### src/design/rnt_pkg.sv
// Package for the ring neighbour table next-hop unit.
// Field widths, operation and register codes, table entry, result and
// controller/datapath command and status types. No dependencies.
package rnt_pkg;

  localparam int unsigned ID_W      = 64;
  localparam int unsigned ADDR_W    = 32;
  localparam int unsigned LAT_W     = 20;
  localparam int unsigned CFG_IDX_W = 4;
  localparam int unsigned CFG_DAT_W = 64;

  // Operation codes of an input word
  localparam logic OP_INSERT = 1'b0;
  localparam logic OP_LOOKUP = 1'b1;

  // Lookup selection modes
  localparam logic MODE_WORST   = 1'b0;
  localparam logic MODE_CLOSEST = 1'b1;

  // Configuration register indexes
  localparam logic [CFG_IDX_W-1:0] CFG_MY_ID       = CFG_IDX_W'(0);
  localparam logic [CFG_IDX_W-1:0] CFG_LOOKUP_MODE = CFG_IDX_W'(1);

  typedef struct packed {
    logic [ID_W-1:0]   id;
    logic [ADDR_W-1:0] addr;
    logic [LAT_W-1:0]  lat;
  } entry_t;

  typedef struct packed {
    logic              evicted;
    logic [LAT_W-1:0]  evicted_latency;
    logic              found;
    logic [ID_W-1:0]   hop_id;
    logic [ADDR_W-1:0] hop_addr;
  } res_t;

  typedef enum logic [1:0] {
    WR_SRC_INPUT,
    WR_SRC_RDATA,
    WR_SRC_HELD
  } wr_src_e;

  typedef enum logic [2:0] {
    ST_IDLE,
    ST_SCAN,
    ST_SCAN_END,
    ST_DECIDE,
    ST_SHIFT_RD,
    ST_SHIFT_WR,
    ST_APPEND,
    ST_FINISH
  } state_e;

  // Controller to datapath
  typedef struct packed {
    logic    in_ready;
    logic    latch_in;
    logic    scan_rd;
    logic    rd_en;
    logic    wr_en;
    wr_src_e wr_src;
    logic    decide;
    logic    load_out;
  } cmd_t;

  // Datapath to controller
  typedef struct packed {
    logic in_valid;
    logic in_op;
    logic held_op;
    logic evict_new;
    logic out_free;
  } st_t;

endpackage

### src/design/rnt_in_if.sv
// Input channel of the ring neighbour table: valid/ready plus one request word.
// Depends on rnt_pkg.
interface rnt_in_if
  import rnt_pkg::*;
();
  logic              valid;
  logic              ready;
  logic              operation;
  logic [ID_W-1:0]   node_id;
  logic [ADDR_W-1:0] node_addr;
  logic [LAT_W-1:0]  latency;
  logic [ID_W-1:0]   key;

  modport source (output valid, operation, node_id, node_addr, latency, key, input ready);
  modport sink   (input valid, operation, node_id, node_addr, latency, key, output ready);
endinterface

### src/design/rnt_out_if.sv
// Result channel of the ring neighbour table: valid/ready plus one result word.
// Depends on rnt_pkg.
interface rnt_out_if
  import rnt_pkg::*;
();
  logic              valid;
  logic              ready;
  logic              evicted;
  logic [LAT_W-1:0]  evicted_latency;
  logic              found;
  logic [ID_W-1:0]   hop_id;
  logic [ADDR_W-1:0] hop_addr;

  modport source (output valid, evicted, evicted_latency, found, hop_id, hop_addr,
                  input ready);
  modport sink   (input valid, evicted, evicted_latency, found, hop_id, hop_addr,
                  output ready);
endinterface

### src/design/rnt_cfg_if.sv
// Configuration write channel: valid/ready, register index and write data.
// Depends on rnt_pkg.
interface rnt_cfg_if
  import rnt_pkg::*;
();
  logic                 valid;
  logic                 ready;
  logic [CFG_IDX_W-1:0] index;
  logic [CFG_DAT_W-1:0] data;

  modport source (output valid, index, data, input ready);
  modport sink   (input valid, index, data, output ready);
endinterface

### src/design/rnt_ctrl.sv
// Controller of the ring neighbour table: sequencer state, entry count and
// scan/shift address counters. Depends on rnt_pkg.
module rnt_ctrl
  import rnt_pkg::*;
#(
  parameter int unsigned CAPACITY = 16
) (
  input  logic clk_i,
  input  logic rst_ni,
  input  st_t  st_i,
  input  logic [(CAPACITY > 1 ? $clog2(CAPACITY) : 1)-1:0] worst_idx_i,
  output cmd_t cmd_o,
  output logic [(CAPACITY > 1 ? $clog2(CAPACITY) : 1)-1:0] rd_addr_o,
  output logic [(CAPACITY > 1 ? $clog2(CAPACITY) : 1)-1:0] wr_addr_o
);

  localparam int unsigned IW = CAPACITY > 1 ? $clog2(CAPACITY) : 1;
  localparam int unsigned CW = $clog2(CAPACITY + 1);

  state_e        state_d, state_q;
  logic [CW-1:0] count_d, count_q;
  logic [IW-1:0] idx_d, idx_q;
  logic [IW-1:0] ptr_d, ptr_q;
  logic          in_fire, full, idx_last, ptr_last;

  assign in_fire  = (state_q == ST_IDLE) && st_i.in_valid;
  assign full     = count_q == CW'(CAPACITY);
  assign idx_last = idx_q == IW'(count_q - CW'(1));
  assign ptr_last = ptr_q == IW'(CAPACITY - 1);

  // Next state and counters
  always_comb begin
    state_d = state_q;
    count_d = count_q;
    idx_d   = idx_q;
    ptr_d   = ptr_q;
    case (state_q)
      ST_IDLE: begin
        idx_d = '0;
        if (in_fire) begin
          if (st_i.in_op == OP_LOOKUP) begin
            state_d = (count_q == '0) ? ST_FINISH : ST_SCAN;
          end else if (full) begin
            state_d = ST_SCAN;
          end else begin
            count_d = count_q + CW'(1);
            state_d = ST_FINISH;
          end
        end
      end
      ST_SCAN: begin
        idx_d = idx_q + IW'(1);
        if (idx_last) begin
          state_d = ST_SCAN_END;
        end
      end
      ST_SCAN_END: begin
        state_d = (st_i.held_op == OP_LOOKUP) ? ST_FINISH : ST_DECIDE;
      end
      ST_DECIDE: begin
        ptr_d   = worst_idx_i;
        state_d = st_i.evict_new ? ST_FINISH : ST_SHIFT_RD;
      end
      ST_SHIFT_RD: begin
        state_d = ptr_last ? ST_APPEND : ST_SHIFT_WR;
      end
      ST_SHIFT_WR: begin
        ptr_d   = ptr_q + IW'(1);
        state_d = ST_SHIFT_RD;
      end
      ST_APPEND: begin
        state_d = ST_FINISH;
      end
      ST_FINISH: begin
        if (st_i.out_free) begin
          state_d = ST_IDLE;
        end
      end
      default: begin
        state_d = ST_IDLE;
      end
    endcase
  end

  // Commands to the datapath
  always_comb begin
    cmd_o     = '0;
    cmd_o.wr_src = WR_SRC_INPUT;
    rd_addr_o = idx_q;
    wr_addr_o = count_q[IW-1:0];
    case (state_q)
      ST_IDLE: begin
        cmd_o.in_ready = 1'b1;
        cmd_o.latch_in = in_fire;
        cmd_o.wr_en    = in_fire && (st_i.in_op == OP_INSERT) && !full;
      end
      ST_SCAN: begin
        cmd_o.rd_en   = 1'b1;
        cmd_o.scan_rd = 1'b1;
      end
      ST_DECIDE: begin
        cmd_o.decide = 1'b1;
      end
      ST_SHIFT_RD: begin
        cmd_o.rd_en = !ptr_last;
        rd_addr_o   = ptr_q + IW'(1);
      end
      ST_SHIFT_WR: begin
        cmd_o.wr_en  = 1'b1;
        cmd_o.wr_src = WR_SRC_RDATA;
        wr_addr_o    = ptr_q;
      end
      ST_APPEND: begin
        cmd_o.wr_en  = 1'b1;
        cmd_o.wr_src = WR_SRC_HELD;
        wr_addr_o    = IW'(CAPACITY - 1);
      end
      ST_FINISH: begin
        cmd_o.load_out = st_i.out_free;
      end
      default: begin
        cmd_o.in_ready = 1'b0;
      end
    endcase
  end

  always_ff @(posedge clk_i or negedge rst_ni) begin
    if (!rst_ni) begin
      state_q <= ST_IDLE;
      count_q <= '0;
      idx_q   <= '0;
      ptr_q   <= '0;
    end else begin
      state_q <= state_d;
      count_q <= count_d;
      idx_q   <= idx_d;
      ptr_q   <= ptr_d;
    end
  end

`ifndef SYNTHESIS
  a_count_bound: assert property (@(posedge clk_i) disable iff (!rst_ni)
    count_q <= CW'(CAPACITY))
    else $error("entry count above capacity");

  a_lookup_keeps_count: assert property (@(posedge clk_i) disable iff (!rst_ni)
    (in_fire && st_i.in_op == OP_LOOKUP) |=> $stable(count_q))
    else $error("lookup changed entry count");

  a_scan_in_range: assert property (@(posedge clk_i) disable iff (!rst_ni)
    (state_q == ST_SCAN) |-> (CW'(idx_q) < count_q))
    else $error("scan address beyond filled entries");
`endif

endmodule

### src/design/rnt_dpath.sv
// Datapath of the ring neighbour table: entry memory, held request, scan
// compare/select, configuration registers and result register. Depends on rnt_pkg.
module rnt_dpath
  import rnt_pkg::*;
#(
  parameter int unsigned CAPACITY = 16
) (
  input  logic clk_i,
  input  logic rst_ni,
  rnt_in_if.sink    in_i,
  rnt_out_if.source out_o,
  rnt_cfg_if.sink   cfg_i,
  input  cmd_t cmd_i,
  input  logic [(CAPACITY > 1 ? $clog2(CAPACITY) : 1)-1:0] rd_addr_i,
  input  logic [(CAPACITY > 1 ? $clog2(CAPACITY) : 1)-1:0] wr_addr_i,
  output st_t  st_o,
  output logic [(CAPACITY > 1 ? $clog2(CAPACITY) : 1)-1:0] worst_idx_o
);

  localparam int unsigned IW = CAPACITY > 1 ? $clog2(CAPACITY) : 1;

  // Held request word
  logic              op_q;
  logic [ID_W-1:0]   id_q, key_q;
  logic [ADDR_W-1:0] addr_q;
  logic [LAT_W-1:0]  lat_q;

  // Configuration
  logic [ID_W-1:0] my_id_q;
  logic            mode_q;

  // Entry memory with registered read
  entry_t        tbl_q [CAPACITY];
  entry_t        rdata_q, wdata;
  logic          scan_vld_q;
  logic [IW-1:0] scan_idx_q;

  // Running selection
  logic              have_q;
  logic [LAT_W-1:0]  best_lat_q;
  logic [ID_W-1:0]   best_dist_q;
  logic [IW-1:0]     pick_idx_q;
  logic [ID_W-1:0]   pick_id_q;
  logic [ADDR_W-1:0] pick_addr_q;
  logic              evicted_q;
  logic [LAT_W-1:0]  evict_lat_q;

  // Result register
  logic out_valid_q;
  res_t out_q, res_d;

  logic            match, cand, by_lat, better, take, found;
  logic [ID_W-1:0] ring_dist;

  assign cfg_i.ready = 1'b1;
  assign in_i.ready  = cmd_i.in_ready;

  assign st_o.in_valid  = in_i.valid;
  assign st_o.in_op     = in_i.operation;
  assign st_o.held_op   = op_q;
  assign st_o.evict_new = lat_q > best_lat_q;
  assign st_o.out_free  = !out_valid_q || out_o.ready;
  assign worst_idx_o    = pick_idx_q;

  // Configuration writes
  always_ff @(posedge clk_i or negedge rst_ni) begin
    if (!rst_ni) begin
      my_id_q <= '0;
      mode_q  <= MODE_CLOSEST;
    end else if (cfg_i.valid) begin
      case (cfg_i.index)
        CFG_MY_ID:       my_id_q <= cfg_i.data;
        CFG_LOOKUP_MODE: mode_q  <= cfg_i.data[0];
        default:         ;
      endcase
    end
  end

  // Request capture
  always_ff @(posedge clk_i) begin
    if (cmd_i.latch_in) begin
      op_q   <= in_i.operation;
      id_q   <= in_i.node_id;
      addr_q <= in_i.node_addr;
      lat_q  <= in_i.latency;
      key_q  <= in_i.key;
    end
  end

  // Memory write data select
  always_comb begin
    case (cmd_i.wr_src)
      WR_SRC_INPUT: wdata = '{id: in_i.node_id, addr: in_i.node_addr, lat: in_i.latency};
      WR_SRC_RDATA: wdata = rdata_q;
      WR_SRC_HELD:  wdata = '{id: id_q, addr: addr_q, lat: lat_q};
      default:      wdata = rdata_q;
    endcase
  end

  always_ff @(posedge clk_i) begin
    if (cmd_i.wr_en) begin
      tbl_q[wr_addr_i] <= wdata;
    end
    if (cmd_i.rd_en) begin
      rdata_q <= tbl_q[rd_addr_i];
    end
    if (cmd_i.scan_rd) begin
      scan_idx_q <= rd_addr_i;
    end
  end

  always_ff @(posedge clk_i or negedge rst_ni) begin
    if (!rst_ni) begin
      scan_vld_q <= 1'b0;
    end else begin
      scan_vld_q <= cmd_i.scan_rd;
    end
  end

  // Scan compare: interval (my_id, key] wraps when my_id >= key
  always_comb begin
    if (my_id_q < key_q) begin
      match = (rdata_q.id > my_id_q) && (rdata_q.id <= key_q);
    end else begin
      match = (rdata_q.id > my_id_q) || (rdata_q.id <= key_q);
    end
    ring_dist = key_q - rdata_q.id;
    cand      = (op_q == OP_LOOKUP) ? match : 1'b1;
    by_lat    = (op_q == OP_INSERT) || (mode_q == MODE_WORST);
    better    = !have_q || (by_lat ? (rdata_q.lat > best_lat_q) : (ring_dist < best_dist_q));
    take      = scan_vld_q && cand && better;
  end

  // Running best; an insert scan tracks the first highest latency
  always_ff @(posedge clk_i) begin
    if (take) begin
      best_lat_q  <= rdata_q.lat;
      best_dist_q <= ring_dist;
      pick_idx_q  <= scan_idx_q;
      pick_id_q   <= rdata_q.id;
      pick_addr_q <= rdata_q.addr;
    end
    if (cmd_i.decide) begin
      evict_lat_q <= st_o.evict_new ? lat_q : best_lat_q;
    end
  end

  always_ff @(posedge clk_i or negedge rst_ni) begin
    if (!rst_ni) begin
      have_q    <= 1'b0;
      evicted_q <= 1'b0;
    end else if (cmd_i.latch_in) begin
      have_q    <= 1'b0;
      evicted_q <= 1'b0;
    end else begin
      if (take) begin
        have_q <= 1'b1;
      end
      if (cmd_i.decide) begin
        evicted_q <= 1'b1;
      end
    end
  end

  // Result word; worst-latency mode needs a latency above zero
  always_comb begin
    found = (op_q == OP_LOOKUP) && have_q &&
            !((mode_q == MODE_WORST) && (best_lat_q == '0));
    res_d.evicted         = evicted_q;
    res_d.evicted_latency = evicted_q ? evict_lat_q : '0;
    res_d.found           = found;
    res_d.hop_id          = found ? pick_id_q : '0;
    res_d.hop_addr        = found ? pick_addr_q : '0;
  end

  always_ff @(posedge clk_i) begin
    if (cmd_i.load_out) begin
      out_q <= res_d;
    end
  end

  always_ff @(posedge clk_i or negedge rst_ni) begin
    if (!rst_ni) begin
      out_valid_q <= 1'b0;
    end else if (cmd_i.load_out) begin
      out_valid_q <= 1'b1;
    end else if (out_o.ready) begin
      out_valid_q <= 1'b0;
    end
  end

  assign out_o.valid           = out_valid_q;
  assign out_o.evicted         = out_q.evicted;
  assign out_o.evicted_latency = out_q.evicted_latency;
  assign out_o.found           = out_q.found;
  assign out_o.hop_id          = out_q.hop_id;
  assign out_o.hop_addr        = out_q.hop_addr;

`ifndef SYNTHESIS
  a_load_shows: assert property (@(posedge clk_i) disable iff (!rst_ni)
    cmd_i.load_out |=> out_valid_q)
    else $error("loaded result not presented");

  a_miss_zero: assert property (@(posedge clk_i) disable iff (!rst_ni)
    (out_valid_q && !out_q.found) |-> (out_q.hop_id == '0 && out_q.hop_addr == '0))
    else $error("hop fields set without a hit");

  a_kind_exclusive: assert property (@(posedge clk_i) disable iff (!rst_ni)
    out_valid_q |-> !(out_q.found && out_q.evicted))
    else $error("result both found and evicted");
`endif

endmodule

### src/design/ring_neighbor_table_next_hop_unit.sv
// Ring neighbour table next-hop unit, top level. A lookup scans the filled entries
// before its result is loaded; an insert into a non-full table writes the entry on
// acceptance; an insert into a full table scans, then shifts entries (a read state
// and a write state per shifted entry) and appends the new one unless it is evicted.
// One word in flight; the next is accepted the cycle after its result is loaded.
// Reset empties the table (count 0), my_id 0, lookup mode closest; no clearing pass.
module ring_neighbor_table_next_hop_unit
  import rnt_pkg::*;
#(
  parameter int unsigned CAPACITY = 16
) (
  input  logic      clk_i,
  input  logic      rst_ni,
  rnt_in_if.sink    in_i,
  rnt_out_if.source out_o,
  rnt_cfg_if.sink   cfg_i
);

  localparam int unsigned IW = CAPACITY > 1 ? $clog2(CAPACITY) : 1;

  cmd_t          cmd;
  st_t           st;
  logic [IW-1:0] rd_addr, wr_addr, worst_idx;

  rnt_ctrl #(
    .CAPACITY (CAPACITY)
  ) u_ctrl (
    .clk_i       (clk_i),
    .rst_ni      (rst_ni),
    .st_i        (st),
    .worst_idx_i (worst_idx),
    .cmd_o       (cmd),
    .rd_addr_o   (rd_addr),
    .wr_addr_o   (wr_addr)
  );

  rnt_dpath #(
    .CAPACITY (CAPACITY)
  ) u_dpath (
    .clk_i       (clk_i),
    .rst_ni      (rst_ni),
    .in_i        (in_i),
    .out_o       (out_o),
    .cfg_i       (cfg_i),
    .cmd_i       (cmd),
    .rd_addr_i   (rd_addr),
    .wr_addr_i   (wr_addr),
    .st_o        (st),
    .worst_idx_o (worst_idx)
  );

endmodule
### src/flat_wrapper.sv
// flat-port wrapper written by rule: the top's interface ports become plain ports
module ring_neighbor_table_next_hop_unit_flat import rnt_pkg::*;
#(
  parameter int unsigned CAPACITY = 16
)
  (clk_i, rst_ni, in_i_valid, in_i_operation, in_i_node_id, in_i_node_addr, in_i_latency, in_i_key, in_i_ready, out_o_valid, out_o_evicted, out_o_evicted_latency, out_o_found, out_o_hop_id, out_o_hop_addr, out_o_ready, cfg_i_valid, cfg_i_index, cfg_i_data, cfg_i_ready);
  rnt_in_if in_i_i ();
  rnt_out_if out_o_i ();
  rnt_cfg_if cfg_i_i ();
  input  logic clk_i;
  input  logic rst_ni;
  input wire logic [$bits(in_i_i.valid)-1:0] in_i_valid;
  input wire logic [$bits(in_i_i.operation)-1:0] in_i_operation;
  input wire logic [$bits(in_i_i.node_id)-1:0] in_i_node_id;
  input wire logic [$bits(in_i_i.node_addr)-1:0] in_i_node_addr;
  input wire logic [$bits(in_i_i.latency)-1:0] in_i_latency;
  input wire logic [$bits(in_i_i.key)-1:0] in_i_key;
  output wire logic [$bits(in_i_i.ready)-1:0] in_i_ready;
  output wire logic [$bits(out_o_i.valid)-1:0] out_o_valid;
  output wire logic [$bits(out_o_i.evicted)-1:0] out_o_evicted;
  output wire logic [$bits(out_o_i.evicted_latency)-1:0] out_o_evicted_latency;
  output wire logic [$bits(out_o_i.found)-1:0] out_o_found;
  output wire logic [$bits(out_o_i.hop_id)-1:0] out_o_hop_id;
  output wire logic [$bits(out_o_i.hop_addr)-1:0] out_o_hop_addr;
  input wire logic [$bits(out_o_i.ready)-1:0] out_o_ready;
  input wire logic [$bits(cfg_i_i.valid)-1:0] cfg_i_valid;
  input wire logic [$bits(cfg_i_i.index)-1:0] cfg_i_index;
  input wire logic [$bits(cfg_i_i.data)-1:0] cfg_i_data;
  output wire logic [$bits(cfg_i_i.ready)-1:0] cfg_i_ready;
  assign in_i_i.valid = in_i_valid;
  assign in_i_i.operation = in_i_operation;
  assign in_i_i.node_id = in_i_node_id;
  assign in_i_i.node_addr = in_i_node_addr;
  assign in_i_i.latency = in_i_latency;
  assign in_i_i.key = in_i_key;
  assign in_i_ready = in_i_i.ready;
  assign out_o_valid = out_o_i.valid;
  assign out_o_evicted = out_o_i.evicted;
  assign out_o_evicted_latency = out_o_i.evicted_latency;
  assign out_o_found = out_o_i.found;
  assign out_o_hop_id = out_o_i.hop_id;
  assign out_o_hop_addr = out_o_i.hop_addr;
  assign out_o_i.ready = out_o_ready;
  assign cfg_i_i.valid = cfg_i_valid;
  assign cfg_i_i.index = cfg_i_index;
  assign cfg_i_i.data = cfg_i_data;
  assign cfg_i_ready = cfg_i_i.ready;
  ring_neighbor_table_next_hop_unit #(.CAPACITY(CAPACITY)) u_core (.clk_i(clk_i), .rst_ni(rst_ni), .in_i(in_i_i), .out_o(out_o_i), .cfg_i(cfg_i_i));
endmodule
### config.mk
export PLATFORM = sky130hd
export DESIGN_NAME = ring_neighbor_table_next_hop_unit_flat
export DESIGN_NICKNAME = d
export VERILOG_FILES = /design/src/design/rnt_pkg.sv /design/src/design/rnt_in_if.sv /design/src/design/rnt_out_if.sv /design/src/design/rnt_cfg_if.sv /design/src/design/rnt_ctrl.sv /design/src/design/rnt_dpath.sv /design/src/design/ring_neighbor_table_next_hop_unit.sv /design/src/flat_wrapper.sv
export SDC_FILE = /design/constraint.sdc
export NUM_CORES = 2
export LEC_CHECK = 0
export ABC_AREA = 1
export BUFFER_PORTS_ARGS = -buffer_cell sky130_fd_sc_hd__buf_2
export CAP_MARGIN = 20
export CORE_AREA = 2 2 437 439
export CTS_CLUSTER_SIZE = 25
export DETAILED_ROUTE_END_ITERATION = 10
export DIE_AREA = 0 0 439 441
export GPL_TIMING_DRIVEN = 1
export PLACE_DENSITY = 0.78
export REMOVE_ABC_BUFFERS = 1
export SYNTH_ARGS = -nofsm -noshare
export SYNTH_HDL_FRONTEND = slang
export SYNTH_SLANG_ARGS = --single-unit
### constraint.sdc
create_clock -name clk_i -period 20.7 [get_ports clk_i]
set_input_delay 6.21 -clock clk_i [delete_from_list [all_inputs] [get_ports clk_i]]
set_output_delay 6.21 -clock clk_i [all_outputs]
set_load 0.005 [all_outputs]
==> impl_metrics.yaml <==
run_status:
  status: "complete, no violations"
final_layout:
  fill_cells: 13364
  final_cell_mix: "2,479 x edfxtp_1, 1,240 x nor2_1, 892 x o21ai_0"
  areaGrowthSynthToFinish_pct: 11.85
  final_area_mm2: 0.1195
  layout_commonest_cell: "edfxtp_1"
  nets: 9288
  drive_gt1_share_pct: 10.32
timing:
  setup_violations: 0
  max_freq_mhz: 105.7
  hold_violations: 0
  period_share_pct: 45.71
  tightest_slew_ps: 1222
  worst_clock_skew_ps: 55.91
  drv_slew: 0
  min_period_ps: 9461
  rsz0062_at_grt: "no"
  maxSlewHeadroom_pct: 18.54
floorplan:
  start_util_pct: 56.49
  core_mm2: 0.1892
  fp.dieW_um: 439
  dieArea_mm2: 0.1936
  core.rowCount: 160
  die_h_um: 441
  ios: 375
clock_network:
  clkLatencyLatePin_ps: 900
  cts_resized: 0
  clockRootBuffer: "clkbuf_16"
  clock_path_buffers: 3
  cts_buffers: 241
  htreeDepth: 4
  clk_pin_slew_worst_paths_ps: 60
  holdBufCountCts: 0
  postCtsSetupBuffers: 0
  numClockSinks: 2564
  cts_tree: "yes"
synthesis:
  avgSynthCellArea_um2: 12.69
  async_flop_share_pct: 3.315
  ys_types: 49
  synthCells: 8420
  syn_area_mm2: 0.1069
  ys_warn_count: 0
  synth-seq-cells: 2564
  ys.flop_type: "edfxtp_1"
  synth_edf_count: 2479
  synth_top_cell_area_share_pct: 69.66
  yosysTopAreaCell: "edfxtp_1"
  ys_seq_area_share_pct: 71.65
  synthTopCellsByArea: "edfxtp_1 70%, nor2_1 4.4%, o21ai_0 4.2%, ha_1 3.5%, o221ai_1 2.9%"
setup_path:
  crit_fanout: 57
  cpPeakStageDelay_ps: 890
  critPathBufInv: 4
  cp-start-kind: "input pin"
  critPathKind: "input pin to flip-flop"
  cp_data_arrival_time_ps: 9960
  critical_path.endpoint_type: "flip-flop"
  critical-path-top-delay-family: "buffers and inverters"
  reg2reg_slack_ps: 13420
  crit_slowest_cell: "buf_4"
  crit_chain: "buf_2 > inv_1 > nor2_4 > nand3b_1 > nand2_1 > nand3_1 > nor2_4 > buf_4 > buf_4"
  cp_data_required_time_ps: 21200
hold_path:
  hold_class: "flip-flop to flip-flop"
power:
  power_per_cell_area_mw_per_mm2: 170.1
  power.leakage_uw: 0.04280
  pwr-share-clk_pct: 21.4
  pwr-share-seq_pct: 39.2
  max-vdd-ir-drop_v: 0.0002597
  p_int_uw: 12020
  switching_share_pct: 40.88
  switchingPower_uw: 8314
  pwr-share-comb_pct: 39.4
  power.total_uw: 20340
routing:
  viasPerCell: 6.292
  drt-total-wl_um: 297800
  post_drt_wl_per_cell_um: 25.98
  drt_iter0_drc: 10113
  drc: 0
  final_antenna_net_count: 0
  first_pass_iters: 8
  dr_total_vias: 72129
grt:
  track_usage_pct: 30.13
  grt_pass1_wl_um: 435100
  globalRouteOverflowTotal: 0
  grt_pass1_vias: 70639
  grt_max_degree: 252
  antenna_found_initial: 23
placed_design:
  dpl.hpwl_um: 176000
  place.gp.congestion: 0.9431
  io_buffers: 373
  place_area_mm2: 0.1113
job:
  drv_cap: 0
==> routing by layer <==
metal	share of wire (%)	track usage [%]	vias up
li1	-	-	31502
met5	0.033	0	-
met1	36	38.63	35170
met2	47	48.45	4644
met3	10	5.638	799
met4	6.1	17.35	14
==> area by class of cell <==
cell class,instances,area [um^2],area share [%]
sequential,2564,76570,64.06
multi-input combinational,4800,26440,22.12
clock buffer,281,6181,5.171
timing repair buffer,525,3268,2.734
tap,2511,3142,2.628
inverter,603,2297,1.922
clock inverter,170,1612,1.348
antenna,10,25.02,0.02093
==> power by group through the flow <==
| stage | sequential [uW] | clock, uW | combinational, uW |
|---|---|---|---|
| floorplan | 8020 | 0 | 5320 |
| global placement | 8030 | 0 | 7380 |
| detailed placement | 8060 | 0 | 7700 |
| CTS | 7960 | 4370 | 7780 |
| global route | 8010 | 4580 | 8690 |
| finish | 7960 | 4350 | 8020 |
==> synth_stat cells (all sizes together), types with 11 or more instances <==
cell / n
a21oi: 277
a31oi: 11
buf: 72
clkbuf: 381
dfrtp: 84
edfxtp: 2479
ha: 298
inv: 603
nand2: 808
nand3: 219
nand4: 31
nor2: 1263
nor3: 25
o211ai: 199
o21a: 18
o21ai: 1047
o221ai: 356
o22ai: 115
xnor2: 24
xor2: 49
==> stage by stage <==
stage	hold slack [ps]	std cells	setup WS [ps]	setup TNS, ps	utilization (%)
6_report	426.9	11464	11240	0	63.18
5_1_grt	445.7	11457	11080	0	63.17
4_1_cts	427.7	11410	11410	0	62.95
3_5_place_dp	408.8	10959	10460	0	58.83
3_3_place_gp	402.1	10950	10270	0	58.78
2_1_floorplan	400.3	7967	-29440	-3439570	-
==> worst register-to-register path, cell delays in order, from the launching register on <==
cell and delay [ps]:
edfxtp_1 620, inv_1 320, ha_1 440, nand2_1 90
nand2_1 60, o21bai_1 190, a21o_1 170, a21oi_1 490
o21ai_0 370, nand4_1 170, nand2_1 150, xor2_1 210
ha_1 320, nand3_1 60, nor4b_1 650, nand3_1 250
o22ai_1 190, nor2_1 100, a21oi_1 750, nor2_4 220
buf_4 420, buf_4 570
==> cells by family after synthesis <==
family	count (synthesis)	synth area share (%)
flip-flops	2564	71.65
AND/OR/NAND/NOR	2364	8.748
AO/OA/AOI/OAI	2063	11.68
buffers and inverters	1056	3.811
adder cells (fa/ha/maj)	299	3.508
XOR/XNOR	73	0.5983
other	1	0.003509
==> worst paths after layout <==
path | start | to | depth (start not counted)
setup / recovery | in_i_valid | u_core.u_dpath.tbl_q[3][85] | 9
hold / removal | u_core.u_dpath.scan_idx_q[2] | u_core.u_dpath.worst_idx_o[2] | 0
setup reg to reg | u_core.u_dpath.rdata_q[69] | u_core.u_dpath.pick_id_q[29] | 21
hold reg to reg | u_core.u_dpath.scan_idx_q[2] | u_core.u_dpath.worst_idx_o[2] | 0
max in group asynchronous | rst_ni | u_core.u_dpath.my_id_q[47] | 2
min in group asynchronous | rst_ni | u_core.u_dpath.my_id_q[1] | 1
==> registers in the layout, indices dropped and copies added (netlist names), 5 cells and up <==
register,count
u_core.u_dpath.out_o.hop_addr,32
u_core.u_dpath.my_id_q,64
u_core.u_dpath.pick_addr_q,32
u_core.u_dpath.best_lat_q,20
u_core.u_dpath.out_o.hop_id,64
u_core.u_ctrl.count_q,5
u_core.u_dpath.tbl_q,1856
u_core.u_dpath.pick_id_q,64
u_core.u_dpath.lat_q,20
u_core.u_dpath.rdata_q,116
u_core.u_dpath.best_dist_q,64
u_core.u_dpath.id_q,64
u_core.u_dpath.out_o.evicted_latency,20
u_core.u_dpath.addr_q,32
u_core.u_dpath.key_q,64
u_core.u_dpath.evict_lat_q,20
(Power assumes the default switching activity.)
